`config.mk`:
```
export PLATFORM = sky130hd
export DESIGN_NAME = harmonic_series_tone_sequencer_unit
export DESIGN_NICKNAME = d
export VERILOG_FILES = /design/src/hw/rtl/hstsu_pkg.sv /design/src/hw/rtl/hstsu_div.sv /design/src/hw/rtl/hstsu_ctrl.sv /design/src/hw/rtl/hstsu_dp.sv /design/src/hw/rtl/harmonic_series_tone_sequencer_unit.sv
export SDC_FILE = /design/constraint.sdc
export NUM_CORES = 2
export LEC_CHECK = 0
export BUFFER_PORTS_ARGS = -buffer_cell sky130_fd_sc_hd__buf_2
export CAP_MARGIN = 20
export CORE_MARGIN = 4
export CORE_UTILIZATION = 40
export CTS_BUF_LIST = sky130_fd_sc_hd__clkbuf_4
export CTS_CLUSTER_DIAMETER = 200
export CTS_CLUSTER_SIZE = 8
export DETAILED_ROUTE_END_ITERATION = 16
export HOLD_SLACK_MARGIN = 0.1
export PLACE_DENSITY_LB_ADDON = 0.2
export SKIP_CTS_REPAIR_TIMING = 1
export SLEW_MARGIN = 30
export SYNTH_ARGS = -nofsm -noshare
export SYNTH_HDL_FRONTEND = slang
export SYNTH_SLANG_ARGS = --single-unit
```
`constraint.sdc`:
```
create_clock -name clk_i -period 13.57 [get_ports clk_i]
set_input_delay 0.6785 -clock clk_i [delete_from_list [all_inputs] [get_ports clk_i]]
set_output_delay 0.6785 -clock clk_i [all_outputs]
set_load 0.02 [all_outputs]
```
`src/hw/rtl/hstsu_pkg.sv`:
```
// ----------------------------------------------------------------------------
// hstsu_pkg
// Shared types, constants and the quarter-wave sine table of the harmonic
// series tone sequencer.
// ----------------------------------------------------------------------------
package hstsu_pkg;

  localparam int HarmonicCount = 16;
  localparam int SineDepth     = 256;
  localparam logic [14:0] FullScale = 15'd32767;
  localparam logic [63:0] HalfPiQ30 = 64'd1686629713;
  localparam logic [30:0] QuarterMax = 31'h7FFF_FFFF;

  // register byte addresses, bits [3:2]
  localparam logic [1:0] RegFundStep  = 2'd0;
  localparam logic [1:0] RegSeriesMode = 2'd1;
  localparam logic [1:0] RegNoteSamples = 2'd2;

  // Taylor divisors (2n)(2n+1) for n = 1..7
  localparam logic [7:0] TermDiv [7] = '{8'd6, 8'd20, 8'd42, 8'd72, 8'd110, 8'd156, 8'd210};

  typedef logic [14:0] sine_rom_t [SineDepth];

  typedef enum logic [1:0] {
    DIV_STEP,
    DIV_QUARTER,
    DIV_TAIL
  } div_sel_e;

  typedef struct packed {
    logic     accept;
    logic     load_mul;
    logic     div_start;
    div_sel_e div_sel;
    logic     step_div;
    logic     q_sat;
    logic     q_div;
    logic     eval;
    logic     tstep_zero;
    logic     tstep_div;
    logic     tail;
    logic     out_load;
  } ctrl_cmd_t;

  typedef struct packed {
    logic note_start;
    logic undertone;
    logic step_zero;
    logic div_done;
    logic fin;
    logic in_tail;
    logic tone_sample;
    logic qp_zero;
    logic out_free;
  } dp_status_t;

  // Build the table with a fixed Q30 Taylor series at elaboration
  function automatic sine_rom_t build_sine_rom();
    sine_rom_t           rom;
    logic [63:0]         x;
    logic [63:0]         term;
    logic [63:0]         v;
    logic signed [63:0]  sum;
    for (int i = 0; i < SineDepth; i++) begin
      x    = (HalfPiQ30 * 64'(i)) / SineDepth;
      term = x;
      sum  = signed'(x);
      for (int n = 0; n < 7; n++) begin
        term = (term * x) >> 30;
        term = (term * x) >> 30;
        term = term / 64'(TermDiv[n]);
        if ((n % 2) == 0) begin
          sum = sum - signed'(term);
        end else begin
          sum = sum + signed'(term);
        end
      end
      if (sum < 0) begin
        sum = 64'sd0;
      end
      v = (64'(sum) * 64'(FullScale) + 64'h2000_0000) >> 30;
      if (v > 64'(FullScale)) begin
        v = 64'(FullScale);
      end
      rom[i] = v[14:0];
    end
    return rom;
  endfunction

  localparam sine_rom_t SineRom = build_sine_rom();

endpackage

```
`src/hw/rtl/hstsu_div.sv`:
```
// ----------------------------------------------------------------------------
// hstsu_div
// Shared 32-bit restoring divider, one quotient bit per cycle.
// ----------------------------------------------------------------------------
module hstsu_div (
  input  logic        clk_i,
  input  logic        rst_ni,
  input  logic        start_i,
  input  logic [31:0] dividend_i,
  input  logic [31:0] divisor_i,
  output logic        done_o,
  output logic [31:0] quotient_o
);

  logic [31:0] rem_q, rem_d;
  logic [31:0] quo_q, quo_d;
  logic [31:0] dvs_q;
  logic [4:0]  cnt_q;
  logic        busy_q;
  logic        done_q;
  logic [32:0] rem_sh;
  logic [32:0] diff;

  // one restoring step
  always_comb begin
    rem_sh = {rem_q, quo_q[31]};
    diff   = rem_sh - {1'b0, dvs_q};
    quo_d  = {quo_q[30:0], 1'b0};
    rem_d  = rem_sh[31:0];
    if (rem_sh >= {1'b0, dvs_q}) begin
      rem_d    = diff[31:0];
      quo_d[0] = 1'b1;
    end
  end

  // control of the iteration
  always_ff @(posedge clk_i or negedge rst_ni) begin
    if (!rst_ni) begin
      busy_q <= 1'b0;
      done_q <= 1'b0;
      cnt_q  <= '0;
    end else begin
      done_q <= 1'b0;
      if (start_i) begin
        busy_q <= 1'b1;
        cnt_q  <= '0;
      end else if (busy_q) begin
        cnt_q <= cnt_q + 5'd1;
        if (cnt_q == 5'd31) begin
          busy_q <= 1'b0;
          done_q <= 1'b1;
        end
      end
    end
  end

  // operands and partial results
  always_ff @(posedge clk_i) begin
    if (start_i) begin
      rem_q <= '0;
      quo_q <= dividend_i;
      dvs_q <= divisor_i;
    end else if (busy_q) begin
      rem_q <= rem_d;
      quo_q <= quo_d;
    end
  end

  assign done_o     = done_q;
  assign quotient_o = quo_q;

endmodule

```
`src/hw/rtl/hstsu_ctrl.sv`:
```
// ----------------------------------------------------------------------------
// hstsu_ctrl
// Sequencer: steps one tick through note load, sample, tail and output.
// ----------------------------------------------------------------------------
module hstsu_ctrl (
  input  logic                   clk_i,
  input  logic                   rst_ni,
  input  logic                   in_valid_i,
  output logic                   in_ready_o,
  input  hstsu_pkg::dp_status_t  status_i,
  output hstsu_pkg::ctrl_cmd_t   cmd_o
);

  typedef enum logic [3:0] {
    S_IDLE,
    S_CHECK,
    S_DIV_STEP,
    S_Q_START,
    S_DIV_Q,
    S_EVAL,
    S_DIV_T,
    S_TAIL,
    S_OUT
  } state_e;

  state_e state_q, state_d;

  // decode commands and next state
  always_comb begin
    cmd_o      = '0;
    cmd_o.div_sel = hstsu_pkg::DIV_STEP;
    state_d    = state_q;
    in_ready_o = (state_q == S_IDLE);
    case (state_q)
      S_IDLE: begin
        if (in_valid_i) begin
          cmd_o.accept = 1'b1;
          state_d      = S_CHECK;
        end
      end
      S_CHECK: begin
        if (!status_i.note_start) begin
          state_d = S_EVAL;
        end else if (status_i.undertone) begin
          cmd_o.div_start = 1'b1;
          cmd_o.div_sel   = hstsu_pkg::DIV_STEP;
          state_d         = S_DIV_STEP;
        end else begin
          cmd_o.load_mul = 1'b1;
          state_d        = S_Q_START;
        end
      end
      S_DIV_STEP: begin
        if (status_i.div_done) begin
          cmd_o.step_div = 1'b1;
          state_d        = S_Q_START;
        end
      end
      S_Q_START: begin
        if (status_i.step_zero) begin
          cmd_o.q_sat = 1'b1;
          state_d     = S_EVAL;
        end else begin
          cmd_o.div_start = 1'b1;
          cmd_o.div_sel   = hstsu_pkg::DIV_QUARTER;
          state_d         = S_DIV_Q;
        end
      end
      S_DIV_Q: begin
        if (status_i.div_done) begin
          cmd_o.q_div = 1'b1;
          state_d     = S_EVAL;
        end
      end
      S_EVAL: begin
        cmd_o.eval = 1'b1;
        if (status_i.fin || (!status_i.in_tail && status_i.tone_sample)) begin
          state_d = S_OUT;
        end else if (status_i.in_tail) begin
          state_d = S_TAIL;
        end else if (status_i.qp_zero) begin
          cmd_o.tstep_zero = 1'b1;
          state_d          = S_TAIL;
        end else begin
          cmd_o.div_start = 1'b1;
          cmd_o.div_sel   = hstsu_pkg::DIV_TAIL;
          state_d         = S_DIV_T;
        end
      end
      S_DIV_T: begin
        if (status_i.div_done) begin
          cmd_o.tstep_div = 1'b1;
          state_d         = S_TAIL;
        end
      end
      S_TAIL: begin
        cmd_o.tail = 1'b1;
        state_d    = S_OUT;
      end
      S_OUT: begin
        if (status_i.out_free) begin
          cmd_o.out_load = 1'b1;
          state_d        = S_IDLE;
        end
      end
      default: state_d = S_IDLE;
    endcase
  end

  // hold state
  always_ff @(posedge clk_i or negedge rst_ni) begin
    if (!rst_ni) begin
      state_q <= S_IDLE;
    end else begin
      state_q <= state_d;
    end
  end

endmodule

```
`src/hw/rtl/hstsu_dp.sv`:
```
// ----------------------------------------------------------------------------
// hstsu_dp
// Datapath: note state, phase accumulator, sine lookup, tail ramp, output.
// ----------------------------------------------------------------------------
module hstsu_dp (
  input  logic                  clk_i,
  input  logic                  rst_ni,
  input  hstsu_pkg::ctrl_cmd_t  cmd_i,
  output hstsu_pkg::dp_status_t status_o,
  input  logic                  restart_i,
  input  logic [30:0]           fund_step_i,
  input  logic                  series_mode_i,
  input  logic [23:0]           note_samples_i,
  output logic                  out_valid_o,
  input  logic                  out_ready_i,
  output logic [15:0]           out_sample_o,
  output logic [4:0]            out_harm_o,
  output logic                  out_dec_o,
  output logic                  out_done_o
);

  logic [31:0] phase_q;
  logic [4:0]  harm_q;
  logic [31:0] step_q;
  logic [31:0] cnt_q;
  logic [30:0] qp_q;
  logic        tail_q;
  logic [15:0] level_q;
  logic [15:0] tstep_q;
  logic        fin_q;

  logic [15:0] res_sample_q;
  logic [4:0]  res_harm_q;
  logic        res_dec_q;
  logic        res_done_q;

  logic        out_valid_q;
  logic [15:0] out_sample_q;
  logic [4:0]  out_harm_q;
  logic        out_dec_q;
  logic        out_done_q;

  logic [35:0] mul_full;
  logic [23:0] tone;
  logic [1:0]  quad;
  logic [7:0]  idx;
  logic [7:0]  idx_m;
  logic [14:0] mag;
  logic [15:0] sine;
  logic [14:0] sine_abs;
  logic [31:0] div_a;
  logic [31:0] div_b;
  logic        div_done;
  logic [31:0] div_quo;

  // overtone step and tone length
  assign mul_full = 36'(fund_step_i) * 36'(harm_q);
  assign tone     = ({9'd0, note_samples_i} > {2'b0, qp_q}) ?
                    24'({9'd0, note_samples_i} - {2'b0, qp_q}) : 24'd0;

  // quarter-wave lookup with mirror and sign
  always_comb begin
    quad  = phase_q[31:30];
    idx   = phase_q[29:22];
    idx_m = ~idx + 8'd1;
    if (quad[0]) begin
      mag = (idx == 8'd0) ? hstsu_pkg::FullScale : hstsu_pkg::SineRom[idx_m];
    end else begin
      mag = hstsu_pkg::SineRom[idx];
    end
    sine     = quad[1] ? (16'd0 - {1'b0, mag}) : {1'b0, mag};
    sine_abs = mag;
  end

  // divider operand select
  always_comb begin
    case (cmd_i.div_sel)
      hstsu_pkg::DIV_STEP: begin
        div_a = {1'b0, fund_step_i};
        div_b = {27'd0, harm_q};
      end
      hstsu_pkg::DIV_QUARTER: begin
        div_a = 32'h4000_0000;
        div_b = step_q;
      end
      hstsu_pkg::DIV_TAIL: begin
        div_a = {17'd0, sine_abs};
        div_b = {1'b0, qp_q};
      end
      default: begin
        div_a = '0;
        div_b = '0;
      end
    endcase
  end

  hstsu_div u_div (
    .clk_i      (clk_i),
    .rst_ni     (rst_ni),
    .start_i    (cmd_i.div_start),
    .dividend_i (div_a),
    .divisor_i  (div_b),
    .done_o     (div_done),
    .quotient_o (div_quo)
  );

  // status back to the sequencer
  always_comb begin
    status_o.note_start  = !fin_q && !tail_q && (cnt_q == 32'd0);
    status_o.undertone   = series_mode_i;
    status_o.step_zero   = (step_q == 32'd0);
    status_o.div_done    = div_done;
    status_o.fin         = fin_q;
    status_o.in_tail     = tail_q;
    status_o.tone_sample = (cnt_q < {8'd0, tone});
    status_o.qp_zero     = (qp_q == 31'd0);
    status_o.out_free    = !out_valid_q || out_ready_i;
  end

  // control state of the series
  always_ff @(posedge clk_i or negedge rst_ni) begin
    if (!rst_ni) begin
      phase_q <= '0;
      harm_q  <= 5'd1;
      step_q  <= '0;
      cnt_q   <= '0;
      qp_q    <= '0;
      tail_q  <= 1'b0;
      level_q <= '0;
      tstep_q <= '0;
      fin_q   <= 1'b0;
    end else begin
      if (cmd_i.accept && restart_i) begin
        harm_q <= 5'd1;
        cnt_q  <= '0;
        tail_q <= 1'b0;
        fin_q  <= 1'b0;
      end
      if (cmd_i.load_mul) begin
        step_q  <= mul_full[31:0];
        phase_q <= '0;
      end
      if (cmd_i.step_div) begin
        step_q  <= div_quo;
        phase_q <= '0;
      end
      if (cmd_i.q_sat) begin
        qp_q <= hstsu_pkg::QuarterMax;
      end
      if (cmd_i.q_div) begin
        qp_q <= div_quo[30:0];
      end
      // tone sample or entry into the tail
      if (cmd_i.eval && !fin_q && !tail_q) begin
        phase_q <= phase_q + step_q;
        if (status_o.tone_sample) begin
          cnt_q <= cnt_q + 32'd1;
        end else begin
          level_q <= sine;
          tail_q  <= 1'b1;
          cnt_q   <= '0;
        end
      end
      if (cmd_i.tstep_zero) begin
        tstep_q <= '0;
      end
      if (cmd_i.tstep_div) begin
        tstep_q <= level_q[15] ? (16'd0 - div_quo[15:0]) : div_quo[15:0];
      end
      // one ramp sample, close the note at its end
      if (cmd_i.tail) begin
        level_q <= level_q - tstep_q;
        if (cnt_q >= {1'b0, qp_q}) begin
          tail_q <= 1'b0;
          cnt_q  <= '0;
          harm_q <= harm_q + 5'd1;
          if (harm_q == 5'(hstsu_pkg::HarmonicCount)) begin
            fin_q <= 1'b1;
          end
        end else begin
          cnt_q <= cnt_q + 32'd1;
        end
      end
    end
  end

  // pending result of the current tick
  always_ff @(posedge clk_i) begin
    if (cmd_i.eval) begin
      res_harm_q   <= fin_q ? 5'd0 : harm_q;
      res_done_q   <= fin_q;
      res_dec_q    <= 1'b0;
      res_sample_q <= (!fin_q && !tail_q) ? sine : 16'd0;
    end
    if (cmd_i.tail) begin
      res_sample_q <= level_q;
      res_dec_q    <= 1'b1;
    end
  end

  // output register
  always_ff @(posedge clk_i or negedge rst_ni) begin
    if (!rst_ni) begin
      out_valid_q <= 1'b0;
    end else if (cmd_i.out_load) begin
      out_valid_q <= 1'b1;
    end else if (out_ready_i) begin
      out_valid_q <= 1'b0;
    end
  end

  always_ff @(posedge clk_i) begin
    if (cmd_i.out_load) begin
      out_sample_q <= res_sample_q;
      out_harm_q   <= res_harm_q;
      out_dec_q    <= res_dec_q;
      out_done_q   <= res_done_q;
    end
  end

  assign out_valid_o  = out_valid_q;
  assign out_sample_o = out_sample_q;
  assign out_harm_o   = out_harm_q;
  assign out_dec_o    = out_dec_q;
  assign out_done_o   = out_done_q;

endmodule

```
`src/hw/rtl/harmonic_series_tone_sequencer_unit.sv`:
```
// ----------------------------------------------------------------------------
// harmonic_series_tone_sequencer_unit
// Plays harmonics 1..16 of a fundamental (undertones in undertone mode) as sine notes with a linear release.
// ----------------------------------------------------------------------------
// Usage:
//   Each beat on the s_axis channel is one sample tick; tdata[0] = 1 restarts
//   the series at harmonic one. Every tick returns exactly one beat on the
//   m_axis channel with the sample, harmonic number, decay flag and done flag.
//   The APB port holds fundamental step (0x0), series mode (0x4) and note
//   length in samples (0x8); write only while no tick is in flight.
// Sequencing:
//   One tick at a time; the next tick is taken once the sequencer returns to
//   idle after loading the output register. A tone sample passes check,
//   evaluation and output, a tail sample also the tail state. A note start
//   adds a pass of the shared divider for the quarter period, one more in
//   undertone mode for the step; the entry into the tail adds one for the
//   ramp step. These bit-serial divider passes set the worst case.
// Reset:
//   Registers return to their documented defaults; harmonic one is next.
// Stall:
//   A finished result waits in the output register while the next tick may
//   be accepted; the sequencer holds its last state until the register frees.
// ----------------------------------------------------------------------------
module harmonic_series_tone_sequencer_unit (
  input  logic        clk_i,
  input  logic        rst_ni,
  input  logic        s_axis_tvalid,
  output logic        s_axis_tready,
  input  logic [7:0]  s_axis_tdata,   // [0] restart, [7:1] zero
  output logic        m_axis_tvalid,
  input  logic        m_axis_tready,
  output logic [23:0] m_axis_tdata,   // [15:0] sample, [20:16] harmonic,
                                      // [21] decaying, [22] series_done, [23] zero
  input  logic        psel,
  input  logic        penable,
  input  logic        pwrite,
  input  logic [3:0]  paddr,
  input  logic [31:0] pwdata,
  output logic [31:0] prdata,
  output logic        pready
);

  logic [30:0] fund_step_q;
  logic        series_mode_q;
  logic [23:0] note_samples_q;
  logic        cfg_we;

  hstsu_pkg::ctrl_cmd_t  cmd;
  hstsu_pkg::dp_status_t status;

  logic [15:0] out_sample;
  logic [4:0]  out_harm;
  logic        out_dec;
  logic        out_done;

  // configuration registers
  assign pready = 1'b1;
  assign cfg_we = psel && penable && pwrite;

  always_ff @(posedge clk_i or negedge rst_ni) begin
    if (!rst_ni) begin
      fund_step_q    <= 31'd39370534;
      series_mode_q  <= 1'b0;
      note_samples_q <= 24'd48000;
    end else if (cfg_we) begin
      case (paddr[3:2])
        hstsu_pkg::RegFundStep:    fund_step_q    <= pwdata[30:0];
        hstsu_pkg::RegSeriesMode:  series_mode_q  <= pwdata[0];
        hstsu_pkg::RegNoteSamples: note_samples_q <= pwdata[23:0];
        default: ;
      endcase
    end
  end

  always_comb begin
    case (paddr[3:2])
      hstsu_pkg::RegFundStep:    prdata = {1'b0, fund_step_q};
      hstsu_pkg::RegSeriesMode:  prdata = {31'd0, series_mode_q};
      hstsu_pkg::RegNoteSamples: prdata = {8'd0, note_samples_q};
      default:                   prdata = '0;
    endcase
  end

  hstsu_ctrl u_ctrl (
    .clk_i      (clk_i),
    .rst_ni     (rst_ni),
    .in_valid_i (s_axis_tvalid),
    .in_ready_o (s_axis_tready),
    .status_i   (status),
    .cmd_o      (cmd)
  );

  hstsu_dp u_dp (
    .clk_i          (clk_i),
    .rst_ni         (rst_ni),
    .cmd_i          (cmd),
    .status_o       (status),
    .restart_i      (s_axis_tdata[0]),
    .fund_step_i    (fund_step_q),
    .series_mode_i  (series_mode_q),
    .note_samples_i (note_samples_q),
    .out_valid_o    (m_axis_tvalid),
    .out_ready_i    (m_axis_tready),
    .out_sample_o   (out_sample),
    .out_harm_o     (out_harm),
    .out_dec_o      (out_dec),
    .out_done_o     (out_done)
  );

  assign m_axis_tdata = {1'b0, out_done, out_dec, out_harm, out_sample};

`ifndef NO_ASSERTIONS
  a_done_no_harm: assert property (@(posedge clk_i) disable iff (!rst_ni)
    m_axis_tvalid && m_axis_tdata[22] |-> m_axis_tdata[20:16] == 5'd0 && !m_axis_tdata[21])
    else $error("series_done with a harmonic or decay flag set");

  a_one_tick: assert property (@(posedge clk_i) disable iff (!rst_ni)
    s_axis_tvalid && s_axis_tready |=> !s_axis_tready)
    else $error("second tick accepted while one is in flight");

  a_harm_range: assert property (@(posedge clk_i) disable iff (!rst_ni)
    m_axis_tvalid |-> m_axis_tdata[20:16] <= 5'd16)
    else $error("harmonic number out of range");
`endif

endmodule
```
## Yosys cells after proc, flatten, opt, wreduce, memory -nomap -nowiden

Memories as Yosys holds them, arrays and structs flattened.
Cells that the tools add are included.

- Shift operators: 0
- Equality and inequality tests: 20
- $add $sub $neg: 10
- Bitwise operators: 3
- Multiplexer cells: 94
- Divide/modulo/power cells: 0
- Reductions and logical operators: 34
- Magnitude comparators: 6
- Multiply operators: 1

Operators with widths:

| operator | number |
|---|---|
| two-way mux 32 bit | 13 |
| case mux 31 bit (3 select lines) | 2 |
| two-way mux 16 bit | 10 |
| case mux 32 bit (3 select lines) | 1 |
| two-way mux 15 bit | 6 |
| logical NOT 32 bit | 2 |
| two-way mux 31 bit | 2 |
| two-way mux 1 bit | 38 |
| case mux 4 bit (9 select lines) | 1 |
| greater-or-equal comparator 33 x 32 -> 1 bit | 1 |
| adder 32 x 1 -> 32 bit (second input constant) | 1 |
| adder 32 bit | 1 |
| greater-or-equal comparator 32 x 31 -> 1 bit | 1 |
| less-than comparator 32 x 24 -> 1 bit | 1 |
| multiplier 31 x 5 -> 32 bit | 1 |
| subtractor 32 bit | 1 |
| greater-than comparator 24 x 31 -> 1 bit | 1 |
| logical NOT 31 bit | 1 |
| two-way mux 4 bit | 7 |
| two-way mux 5 bit | 5 |
| two-way mux 24 bit | 1 |
| subtractor 24 bit | 1 |
| greater-or-equal comparator 9 bit (second input constant) | 2 |
| two-way mux 3 bit | 6 |
| 28 further kinds | 62 |

- Bits in registers: 376
- Input port bits: 51
- Memory bits (writable): 0
- ROM bits: 7680
- Memories: 2
- Logic and storage cells: 198
- Output and inout port bits: 59
- Latch bits: 0

Memories:

| memory | depth | width | read ports | clocked after Yosys merged registers in | write ports | RTL line | source |
|---|---|---|---|---|---|---|---|
| (name not given) | 256 | 15 | 1 | 0 | 0 | hstsu_dp.sv:67 | `mag = (idx == 8'd0) ? hstsu_pkg::FullScale : hstsu_pkg::SineRom[idx_m];` |
| (name not given) | 256 | 15 | 1 | 0 | 0 | hstsu_dp.sv:69 | `mag = hstsu_pkg::SineRom[idx];` |

## Logic depth before layout (Yosys ltp)

- Word-level depth: 13
- Gate-level depth with buffers: 30
- Mapped depth without buffers: 29

## Modules after synthesis

A second synthesis with hierarchy kept.

- Cells, all modules: 4434
- Area total of the unflattened synthesis: 36761.5 um^2

Modules (own cells, without submodules):

| module | times used | cells each | sequential area each (um^2) | area an instance (um^2) |
|---|---|---|---|---|
| hstsu_dp | 1 | 3624 | 5551.6 | 27953.1 |
| hstsu_div | 1 | 564 | 2737.6 | 5759.3 |
| harmonic_series_tone_sequencer_unit | 1 | 191 | 1427.6 | 2608.8 |
| hstsu_ctrl | 1 | 55 | 100.1 | 440.4 |

## Worst setup path after synthesis

No wires, ideal clock.

- Kind: register -> register
- Start point: register u_dp.phase_q[22]
- End point: register u_dp.res_sample_q[6] (data pin)
- Path buffers: 9
- Required time: 13.314 ns
- Data arrival time: 6.340 ns
- Path slack: 6.974 ns
- Library setup time: 0.256 ns
- Stages on the path, launching flop included: 26
- Clock period less this slack: 6.596 ns
- Cell sequence: dfrtp_1 > buf_4 > inv_1 > clkbuf_1 > ha_1 > buf_2 > clkinv_1 > ha_1 > buf_2 > inv_2 > buf_2 > buf_1 > clkbuf_1 > ha_1 > clkbuf_1 > nor2_1 > a221o_1 > a32oi_1 > nor4_1 > or4_1 > clkbuf_1 > ha_1 > o21ai_1 > o21ai_0 > xnor2_1 > a22o_1

- Word-level cells in the longest chain between the ends: 13
- Elaborated cells on any way between the ends: 18
- Those cells by class: add/sub (2); mux (10); bitwise (3); reduce/logical (1); memory (2)

Ends and longest elaborated chain:

| element | RTL line | source |
|---|---|---|
| start, declared | hstsu_dp.sv:22 | `logic [31:0] phase_q;` |
| start signal, assigned | hstsu_dp.sv:155 | `phase_q <= phase_q + step_q;` |
| NOT 8 bit | hstsu_dp.sv:65 | `idx_m = ~idx + 8'd1;` |
| adder 8 x 1 -> 8 bit | hstsu_dp.sv:65 |  |
| NOT 8 -> 9 bit (not written as such) | hstsu_dp.sv:67 |  |
| memory read (256 x 15 bit) | -- |  |
| two-way mux 15 bit (not written as such) (2 in a row) | hstsu_dp.sv:67 |  |
| two-way mux 15 bit | hstsu_dp.sv:67 |  |
| two-way mux 15 bit * | hstsu_dp.sv:66 | `if (quad[0]) begin` |
| subtractor 1 x 15 -> 16 bit | hstsu_dp.sv:71 | `sine = quad[1] ? (16'd0 - {1'b0, mag}) : {1'b0, mag};` |
| two-way mux 16 bit * | hstsu_dp.sv:71 |  |
| two-way mux 16 bit * | hstsu_dp.sv:193 | `res_sample_q <= (!fin_q && !tail_q) ? sine : 16'd0;` |
| two-way mux 16 bit * | hstsu_dp.sv:189 | `if (cmd_i.eval) begin` |
| two-way mux 16 bit * | hstsu_dp.sv:195 | `if (cmd_i.tail) begin` |
| end signal, assigned | hstsu_dp.sv:193 |  |
| end signal, assigned | hstsu_dp.sv:196 | `res_sample_q <= level_q;` |
| end, declared | hstsu_dp.sv:32 | `logic [15:0] res_sample_q;` |

Mark *: on every way between the ends. The rest lies on a longest branch, timed or not. The select of a mux whose other input is x is not followed.
A chain may end at the register's enable or synchronous reset.

## Final worst setup path

- Start point: register u_dp.phase_q[22]
- End point: register u_dp.res_sample_q[13] (data pin)

The elaborated chain is that of the path after synthesis.

==> flow_summary.json <==
{
  "outcome": "finished clean",
  "synthTopCellsByCount": "nand2_1, nor2_1, a21oi_1",
  "htree_num_levels": 2,
  "synth-seq-cells": 376,
  "area_growth_pct": 6.73,
  "row_count": 109,
  "critical_path_peak_fanout": 56,
  "finalClockSkew_ns": 0.0589,
  "period_share_pct": 58.2,
  "cts_root_buf": "clkbuf_4",
  "hold_viol_final": 0,
  "synth_top_area_share_pct": 14.8,
  "routedWlPerCell_um": 25.0,
  "firstDrtPassIters": 8,
  "cp_num_buf_inv": 5,
  "seq_area_frac_synth_pct": 27.4,
  "setup_viol": 0,
  "hold_class": "primary input to register",
  "maxCapViolations": 0,
  "start_util_pct": 40.5,
  "drtAntennaViolNets": 0,
  "clk_pin_slew_ns": 0.10,
  "final_cells": 5444,
  "synth-main-ff-cell": "dfrtp_1",
  "vias": 34200,
  "via_per_inst": 6.28,
  "synth.most_common_cell": "nand2_1",
  "worstPathArrival_ns": 8.46,
  "hold_ws_ns": 0.154,
  "cts.path.max_buffers": 3,
  "cts.sinks": 376,
  "dp.cells": 5311,
  "endpoint_kind": "register",
  "rsz0062_at_grt": "no",
  "synth-edff-count": 109,
  "synth_cell_types": 101,
  "cp.depth": 18,
  "gr-total-overflow": 0,
  "maxSlewHeadroom_pct": 27.3,
  "antenna_found_initial": 3,
  "fmaxAchievable_mhz": 127,
  "netlist_area_um2": 35900,
  "cts_made_buffers": 52,
  "synth_area_leaders": "dfrtp_1, edfxtp_1, ha_1",
  "cp_slowest_cell": "ha_2",
  "grt_pass1_wl_um": 206000,
  "crit_family": "buffers and inverters",
  "die-area_um2": 94600,
  "wl_um": 136000,
  "startpoint": "u_dp.phase_q[22]",
  "gp_congestion": 1.02,
  "drtIter0Drc": 3605,
  "required_ns": 14.13,
  "grt_start_max_net_pins": 112,
  "path_cells": "inv_1 > buf_4 > ha_1 > buf_4 > clkinv_1 > ha_2 > buf_4 > nor2b_1 > a211oi_1 > a311oi_1 > a2111oi_0 > nor3_1 > a2bb2oi_1 > or3b_1 > nor3_1 > a21boi_1 > xnor2_1 > a22o_1",
  "n_fill_cell": 9036,
  "numPortBuffers": 96,
  "slew_violations": 0,
  "dp_hpwl_um": 97600,
  "die_width_um": 308,
  "critPathKind": "register to register",
  "reg2reg_depth": 18,
  "regToRegSetupSlack_ns": 5.67,
  "cts_tree": "done",
  "start_kind": "register",
  "insertion_delay_ns": 0.86,
  "track_usage_pct": 27.9,
  "synthArstFlopShare_pct": 62.2,
  "reg2reg_from": "u_dp.phase_q[22]",
  "setup_tns_ns": 0,
  "layout.nets": 4619,
  "drc": 0,
  "ff_latch_area_um2": 9830,
  "coreArea_um2": 88600,
  "cpMostUsedCell": "buf_4",
  "slowest_delay_ns": 1.10,
  "io_pins": 110,
  "drive_above_1_share_pct": 10.4,
  "die_h_um": 308,
  "syn_area_per_cell_um2": 8.39,
  "worstMarginPinSlew_ns": 1.09,
  "period_needed_ns": 7.90,
  "yosysWarnings": 0,
  "yosysTopAreaCell": "dfrtp_1",
  "r2r_end": "u_dp.res_sample_q[13]",
  "grt_pass1_vias": 32100,
  "setup.worst_path.end": "u_dp.res_sample_q[13]",
  "synthCells": 4279,
  "multiInputGateArea_um2": 24000
}
==> registers in the layout (all words and copies together) (netlist names), 4 cells and up <==
register and count:
fund_step_q 31, note_samples_q 24, u_ctrl.state_q 4, u_dp.cnt_q 32
u_dp.harm_q 5, u_dp.level_q 16, u_dp.out_harm_o 5, u_dp.out_sample_o 16
u_dp.phase_q 32, u_dp.qp_q 31, u_dp.res_harm_q 5, u_dp.res_sample_q 16
u_dp.step_q 32, u_dp.tstep_q 16, u_dp.u_div.cnt_q 5, u_dp.u_div.dvs_q 32
u_dp.u_div.quotient_o 32, u_dp.u_div.rem_q 32
==> routing by layer <==
layer	global-route usage, %	up-vias	part of all wire, %
met5	0	-	0
li1	-	15600	-
met3	4.33	385	8.0
met1	38.3	16600	43
met2	43.5	1634	44
met4	12.5	0	5.3
==> placed cells by master, fill, tap and decap left out, types with 26 or more instances in the layout <==
cell type | synthesis | final
and2_1 | 89 | 88
o22ai_1 | 26 | 26
o211ai_1 | 74 | 74
a31oi_1 | 47 | 47
xor2_1 | 82 | 82
nand3_1 | 133 | 132
dlygate4sd3_1 | 0 | 32
dfxtp_1 | 33 | 33
mux2i_1 | 74 | 74
o22a_1 | 33 | 33
nor2b_1 | 61 | 60
a311oi_1 | 30 | 30
fa_1 | 91 | 91
nand2b_1 | 49 | 49
a21oi_1 | 281 | 281
dfrtp_1 | 212 | 206
a211oi_1 | 49 | 48
nor3_1 | 80 | 78
mux2_2 | 62 | 62
clkbuf_4 | 0 | 95
nor4_1 | 35 | 35
and3_1 | 38 | 38
nor2_1 | 297 | 292
a22o_1 | 55 | 55
ha_1 | 244 | 243
o21ai_0 | 279 | 278
edfxtp_1 | 109 | 109
a21o_1 | 100 | 100
o31ai_1 | 48 | 47
nand2_1 | 466 | 464
buf_4 | 17 | 84
inv_1 | 207 | 206
a22oi_1 | 37 | 37
nand4_1 | 36 | 36
buf_2 | 94 | 95
xnor2_1 | 103 | 101
==> layout make-up <==
class	instances	share of cell area [%]
repair buffers	214	3.86
multi-input cells	3376	62.7
diodes	3	0.0196
clock inverters	2	0.0392
well taps	1165	3.81
inverters	213	2.09
flip-flops and latches	376	25.7
clock buffers	95	1.86
==> worst min-delay path: cells and delay by family <==
kind	cells	cell delay (ns)
and+or+nand+nor	2	0.21
buffers and inverters	1	0.07
==> how the worst min path moves through the flow <==
stage,to,start,cells past startpoint,slack (ns)
finish,u_dp.out_valid_o,m_axis_tready,3,0.15
global route,u_dp.out_valid_o,m_axis_tready,3,0.11
CTS,note_samples_q[5],rst_ni,1,-0.11
detailed placement,u_dp.out_harm_o[2],u_dp.res_harm_q[2],0,0.40
global placement,u_dp.out_sample_o[15],u_dp.res_sample_q[15],0,0.40
floorplan,fund_step_q[0],rst_ni,0,0.38
==> through the flow <==
stage / utilization, % / instance area [um2] / setup slack, ns
after CTS: 42.8 / 37900 / 6.06
after global routing: 43.2 / 38300 / 5.59
after global placement: 42.0 / 37200 / 6.09
final: 43.2 / 38300 / 5.67
after floorplan: - / 35900 / 6.97
after detailed placement: 42.0 / 37200 / 6.10
==> cell families after synthesis <==
family / share of synthesized area [%]
AND/OR/NAND/NOR: 17.8
AO/OA/AOI/OAI: 25.8
buffers and inverters: 6.11
flip-flops: 27.4
adder cells (fa/ha/maj): 13.6
XOR/XNOR: 4.56
multiplexers: 4.70
other: 0.0209
Power is not shown: default switching activity piles up to over one toggle a cycle in this logic, so the estimate is an artifact.
